===== src/design/lph_pkg.sv =====
// Shared constants, codes and types of the linear-probe hash table.
`timescale 1ns / 1ps

package lph_pkg;

    // Table geometry; the depth is a power of two so the home slot is a bit mask.
    localparam int TABLE_DEPTH = 16;
    localparam int IDX_W       = $clog2(TABLE_DEPTH);
    localparam int CNT_W       = IDX_W + 1;

    // Field widths of one item.
    localparam int KEY_BYTES   = 8;
    localparam int VALUE_BYTES = 4;
    localparam int KEY_W       = 8 * KEY_BYTES;
    localparam int VALUE_W     = 8 * VALUE_BYTES;
    localparam int KLEN_W      = 4;
    localparam int VLEN_W      = 3;
    localparam int ACTION_W    = 2;
    localparam int STATUS_W    = 3;
    localparam int TOTAL_W     = 5;

    typedef enum logic [ACTION_W-1:0] {
        ACT_INSERT  = 2'd0,
        ACT_LOOKUP  = 2'd1,
        ACT_REPLACE = 2'd2,
        ACT_REMOVE  = 2'd3
    } action_t;

    typedef enum logic [STATUS_W-1:0] {
        STATUS_INSERTED = 3'd0,
        STATUS_PRESENT  = 3'd1,
        STATUS_FULL     = 3'd2,
        STATUS_FOUND    = 3'd3,
        STATUS_MISSING  = 3'd4,
        STATUS_UPDATED  = 3'd5,
        STATUS_REMOVED  = 3'd6
    } status_t;

    // One slot as it is kept in the slot memory.
    typedef struct packed {
        logic [KEY_W-1:0]   key;
        logic [KLEN_W-1:0]  key_len;
        logic [VALUE_W-1:0] value;
        logic [VLEN_W-1:0]  value_len;
    } slot_t;

    typedef struct packed {
        logic             we;
        logic [IDX_W-1:0] addr;
        slot_t            data;
    } ram_wr_t;

    typedef struct packed {
        logic             re;
        logic [IDX_W-1:0] addr;
    } ram_rd_t;

endpackage


===== src/design/lph_req_if.sv =====
// Request channel: action, key and value of one item with a valid/ready handshake.
`timescale 1ns / 1ps

interface lph_req_if;
    logic                          valid;
    logic                          ready;
    logic [lph_pkg::ACTION_W-1:0]  action;
    logic [lph_pkg::KEY_W-1:0]     key;
    logic [lph_pkg::KLEN_W-1:0]    key_len;
    logic [lph_pkg::VALUE_W-1:0]   value;
    logic [lph_pkg::VLEN_W-1:0]    value_len;

    modport source (output valid, action, key, key_len, value, value_len, input ready);
    modport sink   (input valid, action, key, key_len, value, value_len, output ready);
endinterface


===== src/design/lph_rsp_if.sv =====
// Response channel: status and lookup result of one item with a valid/ready handshake.
`timescale 1ns / 1ps

interface lph_rsp_if;
    logic                          valid;
    logic                          ready;
    logic [lph_pkg::STATUS_W-1:0]  status;
    logic [lph_pkg::VALUE_W-1:0]   found_value;
    logic [lph_pkg::VLEN_W-1:0]    found_value_len;
    logic [lph_pkg::TOTAL_W-1:0]   entry_total;

    modport source (output valid, status, found_value, found_value_len, entry_total,
                    input ready);
    modport sink   (input valid, status, found_value, found_value_len, entry_total,
                    output ready);
endinterface


===== src/design/lph_slot_ram.sv =====
// Slot memory: one write port and one read port with registered read data.
`timescale 1ns / 1ps

module lph_slot_ram (
    input  logic             clk,
    input  lph_pkg::ram_wr_t wr,
    input  lph_pkg::ram_rd_t rd,
    output lph_pkg::slot_t   rdata
);
    import lph_pkg::*;

    slot_t mem [TABLE_DEPTH];
    slot_t rdata_reg;

    // Write port.
    always_ff @(posedge clk)
    begin
        if (wr.we)
        begin
            mem[wr.addr] <= wr.data;
        end
    end

    // Read port with registered read data.
    always_ff @(posedge clk)
    begin
        if (rd.re)
        begin
            rdata_reg <= mem[rd.addr];
        end
    end

    assign rdata = rdata_reg;

endmodule


===== src/design/lph_ctrl.sv =====
// Probe sequencer: slot flags, entry count, probe walk and result register.
`timescale 1ns / 1ps

module lph_ctrl (
    input  logic             clk,
    input  logic             rst_n,
    lph_req_if.sink          req,
    lph_rsp_if.source        rsp,
    output lph_pkg::ram_wr_t ram_wr,
    output lph_pkg::ram_rd_t ram_rd,
    input  lph_pkg::slot_t   ram_rdata
);
    import lph_pkg::*;

    typedef enum logic [1:0] {
        S_IDLE,
        S_PROBE,
        S_APPLY
    } state_t;

    state_t               state_reg;
    action_t              action_reg;
    logic [KEY_W-1:0]     key_reg;
    logic [KLEN_W-1:0]    klen_reg;
    logic [VALUE_W-1:0]   value_reg;
    logic [VLEN_W-1:0]    vlen_reg;
    logic [IDX_W-1:0]     home_reg;
    logic [CNT_W-1:0]     cnt_reg;
    logic                 pend_reg;
    logic [IDX_W-1:0]     pend_slot_reg;
    logic                 hit_reg;
    logic [IDX_W-1:0]     hit_slot_reg;
    logic [VALUE_W-1:0]   hit_value_reg;
    logic [VLEN_W-1:0]    hit_vlen_reg;
    logic                 free_found_reg;
    logic [IDX_W-1:0]     free_slot_reg;
    logic                 used_reg [TABLE_DEPTH];
    logic                 tomb_reg [TABLE_DEPTH];
    logic [TOTAL_W-1:0]   count_reg;
    logic                 out_valid_reg;
    status_t              out_status_reg;
    logic [VALUE_W-1:0]   out_value_reg;
    logic [VLEN_W-1:0]    out_vlen_reg;
    logic [TOTAL_W-1:0]   out_total_reg;

    logic                 accept;
    logic [KLEN_W-1:0]    klen_sat;
    logic [VLEN_W-1:0]    vlen_sat;
    logic [KEY_W-1:0]     key_norm;
    logic [VALUE_W-1:0]   value_norm;
    logic [7:0]           hash;
    logic [IDX_W-1:0]     probe_idx;
    logic                 issuing;
    logic                 hit_now;
    logic                 apply_go;
    status_t              status_next;
    logic [TOTAL_W-1:0]   count_next;
    logic                 do_insert;
    logic                 do_replace;
    logic                 do_remove;

    assign accept    = req.valid && req.ready;
    assign req.ready = (state_reg == S_IDLE);

    // Saturate the lengths, clear the stray bytes and fold the key into a home slot.
    always_comb
    begin
        klen_sat = (req.key_len > KLEN_W'(KEY_BYTES)) ? KLEN_W'(KEY_BYTES) : req.key_len;
        vlen_sat = (req.value_len > VLEN_W'(VALUE_BYTES)) ? VLEN_W'(VALUE_BYTES)
                                                          : req.value_len;
        hash = '0;
        for (int b = 0; b < KEY_BYTES; b++)
        begin
            key_norm[8*b +: 8] = (KLEN_W'(b) < klen_sat) ? req.key[8*b +: 8] : 8'h00;
            hash = hash ^ key_norm[8*b +: 8];
        end
        for (int b = 0; b < VALUE_BYTES; b++)
        begin
            value_norm[8*b +: 8] = (VLEN_W'(b) < vlen_sat) ? req.value[8*b +: 8] : 8'h00;
        end
    end

    // Probe walk: one slot is issued per cycle while the previous slot's key is compared.
    assign probe_idx = home_reg + cnt_reg[IDX_W-1:0];
    assign issuing   = (cnt_reg != CNT_W'(TABLE_DEPTH));
    assign hit_now   = pend_reg && (ram_rdata.key == key_reg)
                       && (ram_rdata.key_len == klen_reg);

    assign ram_rd.re   = (state_reg == S_PROBE) && !hit_now && issuing && used_reg[probe_idx];
    assign ram_rd.addr = probe_idx;

    // Outcome of the request once the walk has ended.
    assign apply_go = (state_reg == S_APPLY) && (!out_valid_reg || rsp.ready);

    always_comb
    begin
        do_insert   = 1'b0;
        do_replace  = 1'b0;
        do_remove   = 1'b0;
        status_next = STATUS_MISSING;
        case (action_reg)
            ACT_INSERT:
            begin
                if (hit_reg)
                begin
                    status_next = STATUS_PRESENT;
                end
                else if (free_found_reg)
                begin
                    status_next = STATUS_INSERTED;
                    do_insert   = 1'b1;
                end
                else
                begin
                    status_next = STATUS_FULL;
                end
            end
            ACT_LOOKUP:
            begin
                status_next = hit_reg ? STATUS_FOUND : STATUS_MISSING;
            end
            ACT_REPLACE:
            begin
                status_next = hit_reg ? STATUS_UPDATED : STATUS_MISSING;
                do_replace  = hit_reg;
            end
            default:
            begin
                status_next = hit_reg ? STATUS_REMOVED : STATUS_MISSING;
                do_remove   = hit_reg;
            end
        endcase

        count_next = count_reg;
        if (do_insert)
        begin
            count_next = count_reg + TOTAL_W'(1);
        end
        else if (do_remove && (count_reg != '0))
        begin
            count_next = count_reg - TOTAL_W'(1);
        end
    end

    // Write-back of a new slot or of a replaced value.
    always_comb
    begin
        ram_wr.we             = apply_go && (do_insert || do_replace);
        ram_wr.addr           = do_insert ? free_slot_reg : hit_slot_reg;
        ram_wr.data.key       = key_reg;
        ram_wr.data.key_len   = klen_reg;
        ram_wr.data.value     = value_reg;
        ram_wr.data.value_len = vlen_reg;
    end

    // Sequencer state, slot flags, entry count and result register.
    always_ff @(posedge clk or negedge rst_n)
    begin
        if (!rst_n)
        begin
            state_reg      <= S_IDLE;
            action_reg     <= ACT_INSERT;
            key_reg        <= '0;
            klen_reg       <= '0;
            value_reg      <= '0;
            vlen_reg       <= '0;
            home_reg       <= '0;
            cnt_reg        <= '0;
            pend_reg       <= 1'b0;
            pend_slot_reg  <= '0;
            hit_reg        <= 1'b0;
            hit_slot_reg   <= '0;
            hit_value_reg  <= '0;
            hit_vlen_reg   <= '0;
            free_found_reg <= 1'b0;
            free_slot_reg  <= '0;
            for (int s = 0; s < TABLE_DEPTH; s++)
            begin
                used_reg[s] <= 1'b0;
                tomb_reg[s] <= 1'b0;
            end
            count_reg      <= '0;
            out_valid_reg  <= 1'b0;
            out_status_reg <= STATUS_INSERTED;
            out_value_reg  <= '0;
            out_vlen_reg   <= '0;
            out_total_reg  <= '0;
        end
        else
        begin
            // A taken result empties the register unless a new one is loaded.
            if (out_valid_reg && rsp.ready && !apply_go)
            begin
                out_valid_reg <= 1'b0;
            end

            unique case (state_reg)
                S_IDLE:
                begin
                    if (accept)
                    begin
                        action_reg     <= action_t'(req.action);
                        key_reg        <= key_norm;
                        klen_reg       <= klen_sat;
                        value_reg      <= value_norm;
                        vlen_reg       <= vlen_sat;
                        home_reg       <= hash[IDX_W-1:0];
                        cnt_reg        <= '0;
                        pend_reg       <= 1'b0;
                        hit_reg        <= 1'b0;
                        free_found_reg <= 1'b0;
                        state_reg      <= S_PROBE;
                    end
                end
                S_PROBE:
                begin
                    if (hit_now)
                    begin
                        hit_reg       <= 1'b1;
                        hit_slot_reg  <= pend_slot_reg;
                        hit_value_reg <= ram_rdata.value;
                        hit_vlen_reg  <= ram_rdata.value_len;
                        state_reg     <= S_APPLY;
                    end
                    else if (!issuing)
                    begin
                        state_reg <= S_APPLY;
                    end
                    else
                    begin
                        cnt_reg       <= cnt_reg + CNT_W'(1);
                        pend_reg      <= used_reg[probe_idx];
                        pend_slot_reg <= probe_idx;
                        if (!used_reg[probe_idx])
                        begin
                            if (!free_found_reg)
                            begin
                                free_found_reg <= 1'b1;
                                free_slot_reg  <= probe_idx;
                            end
                            // A never-used slot ends the chain.
                            if (!tomb_reg[probe_idx])
                            begin
                                state_reg <= S_APPLY;
                            end
                        end
                    end
                end
                S_APPLY:
                begin
                    if (apply_go)
                    begin
                        if (do_insert)
                        begin
                            used_reg[free_slot_reg] <= 1'b1;
                            tomb_reg[free_slot_reg] <= 1'b0;
                        end
                        if (do_remove)
                        begin
                            used_reg[hit_slot_reg] <= 1'b0;
                            tomb_reg[hit_slot_reg] <= 1'b1;
                        end
                        count_reg      <= count_next;
                        out_valid_reg  <= 1'b1;
                        out_status_reg <= status_next;
                        out_value_reg  <= (status_next == STATUS_FOUND) ? hit_value_reg : '0;
                        out_vlen_reg   <= (status_next == STATUS_FOUND) ? hit_vlen_reg : '0;
                        out_total_reg  <= count_next;
                        state_reg      <= S_IDLE;
                    end
                end
                default:
                begin
                    state_reg <= S_IDLE;
                end
            endcase
        end
    end

    assign rsp.valid           = out_valid_reg;
    assign rsp.status          = out_status_reg;
    assign rsp.found_value     = out_value_reg;
    assign rsp.found_value_len = out_vlen_reg;
    assign rsp.entry_total     = out_total_reg;

endmodule


===== src/design/linear_probe_hash_table_top.sv =====
// The sequencer takes one item at a time: a request item is taken only in the idle state,
// and the probe reads one slot per cycle from the single read port of the slot memory,
// up to 16 slots, before the compare, the write-back and the return to idle. The result
// register lets the next item be taken while a result waits.
// Reset clears the slot flags and entry count at once; no clearing pass is needed.
`timescale 1ns / 1ps

module linear_probe_hash_table_top (
    input  logic      clk,
    input  logic      rst_n,
    lph_req_if.sink   req,
    lph_rsp_if.source rsp
);
    import lph_pkg::*;

    ram_wr_t ram_wr;
    ram_rd_t ram_rd;
    slot_t   ram_rdata;

    // Probe sequencer with slot flags and result register.
    lph_ctrl u_ctrl (
        .clk       (clk),
        .rst_n     (rst_n),
        .req       (req),
        .rsp       (rsp),
        .ram_wr    (ram_wr),
        .ram_rd    (ram_rd),
        .ram_rdata (ram_rdata)
    );

    // Key and value storage of all slots.
    lph_slot_ram u_slot_ram (
        .clk   (clk),
        .wr    (ram_wr),
        .rd    (ram_rd),
        .rdata (ram_rdata)
    );

endmodule


===== src/flat_wrapper.sv =====
// flat-port wrapper written by rule: the top's interface ports become plain ports
module linear_probe_hash_table_top_flat import lph_pkg::*;
  (clk, rst_n, req_valid, req_action, req_key, req_key_len, req_value, req_value_len, req_ready, rsp_valid, rsp_status, rsp_found_value, rsp_found_value_len, rsp_entry_total, rsp_ready);
  lph_req_if req_i ();
  lph_rsp_if rsp_i ();
  input  logic clk;
  input  logic rst_n;
  input wire logic [$bits(req_i.valid)-1:0] req_valid;
  input wire logic [$bits(req_i.action)-1:0] req_action;
  input wire logic [$bits(req_i.key)-1:0] req_key;
  input wire logic [$bits(req_i.key_len)-1:0] req_key_len;
  input wire logic [$bits(req_i.value)-1:0] req_value;
  input wire logic [$bits(req_i.value_len)-1:0] req_value_len;
  output wire logic [$bits(req_i.ready)-1:0] req_ready;
  output wire logic [$bits(rsp_i.valid)-1:0] rsp_valid;
  output wire logic [$bits(rsp_i.status)-1:0] rsp_status;
  output wire logic [$bits(rsp_i.found_value)-1:0] rsp_found_value;
  output wire logic [$bits(rsp_i.found_value_len)-1:0] rsp_found_value_len;
  output wire logic [$bits(rsp_i.entry_total)-1:0] rsp_entry_total;
  input wire logic [$bits(rsp_i.ready)-1:0] rsp_ready;
  assign req_i.valid = req_valid;
  assign req_i.action = req_action;
  assign req_i.key = req_key;
  assign req_i.key_len = req_key_len;
  assign req_i.value = req_value;
  assign req_i.value_len = req_value_len;
  assign req_ready = req_i.ready;
  assign rsp_valid = rsp_i.valid;
  assign rsp_status = rsp_i.status;
  assign rsp_found_value = rsp_i.found_value;
  assign rsp_found_value_len = rsp_i.found_value_len;
  assign rsp_entry_total = rsp_i.entry_total;
  assign rsp_i.ready = rsp_ready;
  linear_probe_hash_table_top u_core (.clk(clk), .rst_n(rst_n), .req(req_i), .rsp(rsp_i));
endmodule

===== config.mk =====
export PLATFORM = sky130hd
export DESIGN_NAME = linear_probe_hash_table_top_flat
export DESIGN_NICKNAME = d
export VERILOG_FILES = /design/src/design/lph_pkg.sv /design/src/design/lph_req_if.sv /design/src/design/lph_rsp_if.sv /design/src/design/lph_slot_ram.sv /design/src/design/lph_ctrl.sv /design/src/design/linear_probe_hash_table_top.sv /design/src/flat_wrapper.sv
export SDC_FILE = /design/constraint.sdc
export NUM_CORES = 2
export LEC_CHECK = 0
export BUFFER_PORTS_ARGS = -buffer_cell sky130_fd_sc_hd__buf_2
export CAP_MARGIN = 25
export CORE_UTILIZATION = 30
export DETAILED_ROUTE_END_ITERATION = 10
export GPL_TIMING_DRIVEN = 1
export HOLD_SLACK_MARGIN = 0.15
export PLACE_DENSITY_LB_ADDON = 0.2
export SLEW_MARGIN = 20
export SYNTH_ARGS = -nofsm -noshare
export SYNTH_HDL_FRONTEND = slang
export SYNTH_SLANG_ARGS = --single-unit

===== constraint.sdc =====
create_clock -name clk -period 11.7 [get_ports clk]
set_clock_uncertainty 0.15 [all_clocks]
set_input_delay 1.17 -clock clk [delete_from_list [all_inputs] [get_ports clk]]
set_output_delay 1.17 -clock clk [all_outputs]
set_load 0.02 [all_outputs]

==> qor.yml <==
switchingPower_mw: 9.19
hpwlAfterDp_um: 111000
final_core_util_pct: 34.7
fin_total_pwr_mw: 25.8
clockBufferDepth: 3
grt_pass1_vias: 40600
grt_usage_pct: 16.9
root_buffer: "clkbuf_16"
dr_total_vias: 39191
fin_crit_sh_pct: 49.6
synth_top_area_share_pct: 68.6
tns_ns: 0
yosysWarnings: 0
start_kind: "flip-flop"
synth_seq_area_share_pct: 76.5
syn_inst: 4017
cts_buffers: 194
cts.reportedPaths.clkPinSlew_ns: 0.06
io_buffers: 153
start_util_pct: 30.2
cts_hold_buf: 0
tightestPinTransition_ns: 1.10
rsz0062_at_grt: "false"
cp.arrival_ns: 6.15
synth_area_leaders: "edfxtp_1, mux4_2, dfrtp_1, nand2_1, and3_1"
final_cell_mix: "edfxtp_1, nand2_1, mux4_2, dfrtp_1, clkbuf_16"
pwr-share-seq_pct: 39.5
crit_top_cell: "buf_4"
ir_worst_vdd_uv: 492
max_freq_mhz: 172
required_ns: 12.05
antenna_found_initial: 3
crit_family: "buffers and inverters"
cap_violations: 0
p_int_mw: 16.6
yosys.area.top_type: "edfxtp_1"
rows: 185
wl_per_cell_um: 28.1
hp-class: "input port to async pin"
critPathSlowestCell: "fa_4"
drc_errors: 0
worstPathCellList: "ha_4, inv_1, fa_4, buf_12, buf_4, buf_4, mux4_2, nand2_1, and3_1, a31oi_1"
outcome: "finished clean"
die_w_um: 508
endpoint_kind: "flip-flop"
viasPerCell: 5.04
syn_area_sq_um: 76700
tritoncts: "done"
area_growth_pct: 15.0
ys.flop_type: "edfxtp_1"
gp_congestion: 0.753
max_stage_delay_ns: 1.30
total_leakage_power_nw: 29.7
pwr-share-clk_pct: 24.2
hold_viol: 0
cts_setup_buffers: 0
core_region_area_sq_um: 254000
layout.nets: 4362
criticalPathCategory: "flip-flop to flip-flop"
combPwrFrac_pct: 36.3
max_slew_margin_pct: 26.9
io_pins: 154
largest_reg_flops: 1648
grt_max_degree: 132
async_flop_share_pct: 12.1
ys_types: 60
netSwitchingFraction_pct: 35.6
synth_edf_count: 1751
synth_fp_nets: 4136
final_antenna_net_count: 0
min_period_ns: 5.80
drt_iter0_markers: 3673
clk_latency_ns: 0.83
layout_commonest_cell: "edfxtp_1"
cts_resized: 0
htreeDepth: 4
die_h_um: 508
first_pass_iters: 7
final-setup-viol-count: 0
overflow: 0
cp_num_buf_inv: 4
fp.dieArea_sq_um: 258000
worstPathMaxFanout: 121
layout-drive-gt1-share_pct: 22.3
routed_wl_um: 219000
syn_avg_cell_area_sq_um: 19.1
yosys_register_bits: 1993
slew_viol_final: 0
p_per_area_nw_per_um2: 292
grt_pass1_wl_um: 310000
cts_sinks: 1993
[logic make-up after synthesis]
group | after synthesis | share of synthesized area [%]
buffers and inverters | 225 | 1.21
xor gates and xnor gates | 78 | 0.901
DFF | 1993 | 76.5
adders and majority gates | 10 | 0.183
and+or+nand+nor | 926 | 5.42
muxes | 473 | 13.1
AOI/OAI and AO/OA | 312 | 2.70
[cell usage after synthesis, types with 3 or more instances]
cell / instances
nand2_1: 611
and3_1: 106
a21o_1: 7
and2_1: 5
ha_1: 8
buf_4: 5
edfxtp_1: 1751
a21oi_1: 29
nand4b_1: 3
nor2_1: 47
a31oi_1: 105
buf_2: 48
nand3b_1: 7
xor2_1: 3
a22o_1: 73
mux2_4: 3
nor2b_1: 8
o2111ai_1: 4
nand4_1: 19
nor3_1: 8
mux2i_1: 5
mux2_2: 3
o31ai_1: 3
mux4_2: 420
nand3_1: 52
clkbuf_1: 134
o21ai_0: 59
o21ai_1: 13
or3_1: 4
inv_1: 16
dfrtp_1: 242
o22a_1: 8
o22ai_1: 3
xnor2_1: 74
nand2b_1: 33
buf_1: 21
mux2_1: 42
nor4_1: 7
[metrics by stage]
stage / cells / setup WS (ns) / hold WS, ns / instance area, sq um
after global routing: 7779 / 5.74 / 0.184 / 88200
after CTS: 7774 / 5.79 / 0.156 / 88100
after floorplan: 4017 / 4.59 / 0.289 / 76700
final: 7780 / 5.90 / 0.167 / 88200
after global placement: 7408 / 5.84 / 0.298 / 81800
after detailed placement: 7409 / 5.79 / 0.308 / 81800
[power groups by stage]
stage | registers, mW | clock network, mW | logic [mW]
global route | 10.3 | 6.63 | 10.1
detailed placement | 10.3 | 0 | 9.51
global placement | 10.3 | 0 | 9.55
finish | 10.2 | 6.25 | 9.35
floorplan | 9.92 | 0 | 6.48
CTS | 10.2 | 6.39 | 9.55
[final timing paths]
kind                            slack [ns]                       start  cells after the start                          endpoint
worst max-delay path                  5.90    u_core.u_ctrl.cnt_reg[0]                     10       u_core.u_slot_ram.rdata[30]
worst min-delay path                  0.17                       rst_n                      1  u_core.u_ctrl.rsp.found_value[3]
worst max register to register        5.90    u_core.u_ctrl.cnt_reg[0]                     10       u_core.u_slot_ram.rdata[30]
worst min register to register        0.32  u_core.u_slot_ram.rdata[8]                      1    u_core.u_ctrl.hit_value_reg[5]
max in group asynchronous             8.89                       rst_n                      3         u_core.u_ctrl.key_reg[39]
min in group clk                      0.32  u_core.u_slot_ram.rdata[8]                      1    u_core.u_ctrl.hit_value_reg[5]
[routing by layer]
| layer | routed length [um] | vias to the layer above | GRT usage [%] |
|---|---|---|---|
| met4 | 4370 | 0 | 3.69 |
| met2 | 104000 | 996 | 27.1 |
| li1 | - | 16449 | - |
| met3 | 10100 | 228 | 2.65 |
| met1 | 101000 | 21518 | 24.0 |
| met5 | 0 | - | 0 |
[cell type report]
cell class | count | area [sq um]
inverter | 16 | 60.1
timing repair buffer | 239 | 1680
clock inverter | 99 | 955
sequential | 1993 | 58600
multi-input combinational | 1799 | 17300
tap | 3366 | 4210
antenna | 2 | 5.00
fill | 23980 | 166000
clock buffer | 266 | 5340
No activity file was read; power rests on OpenSTA's default activity.
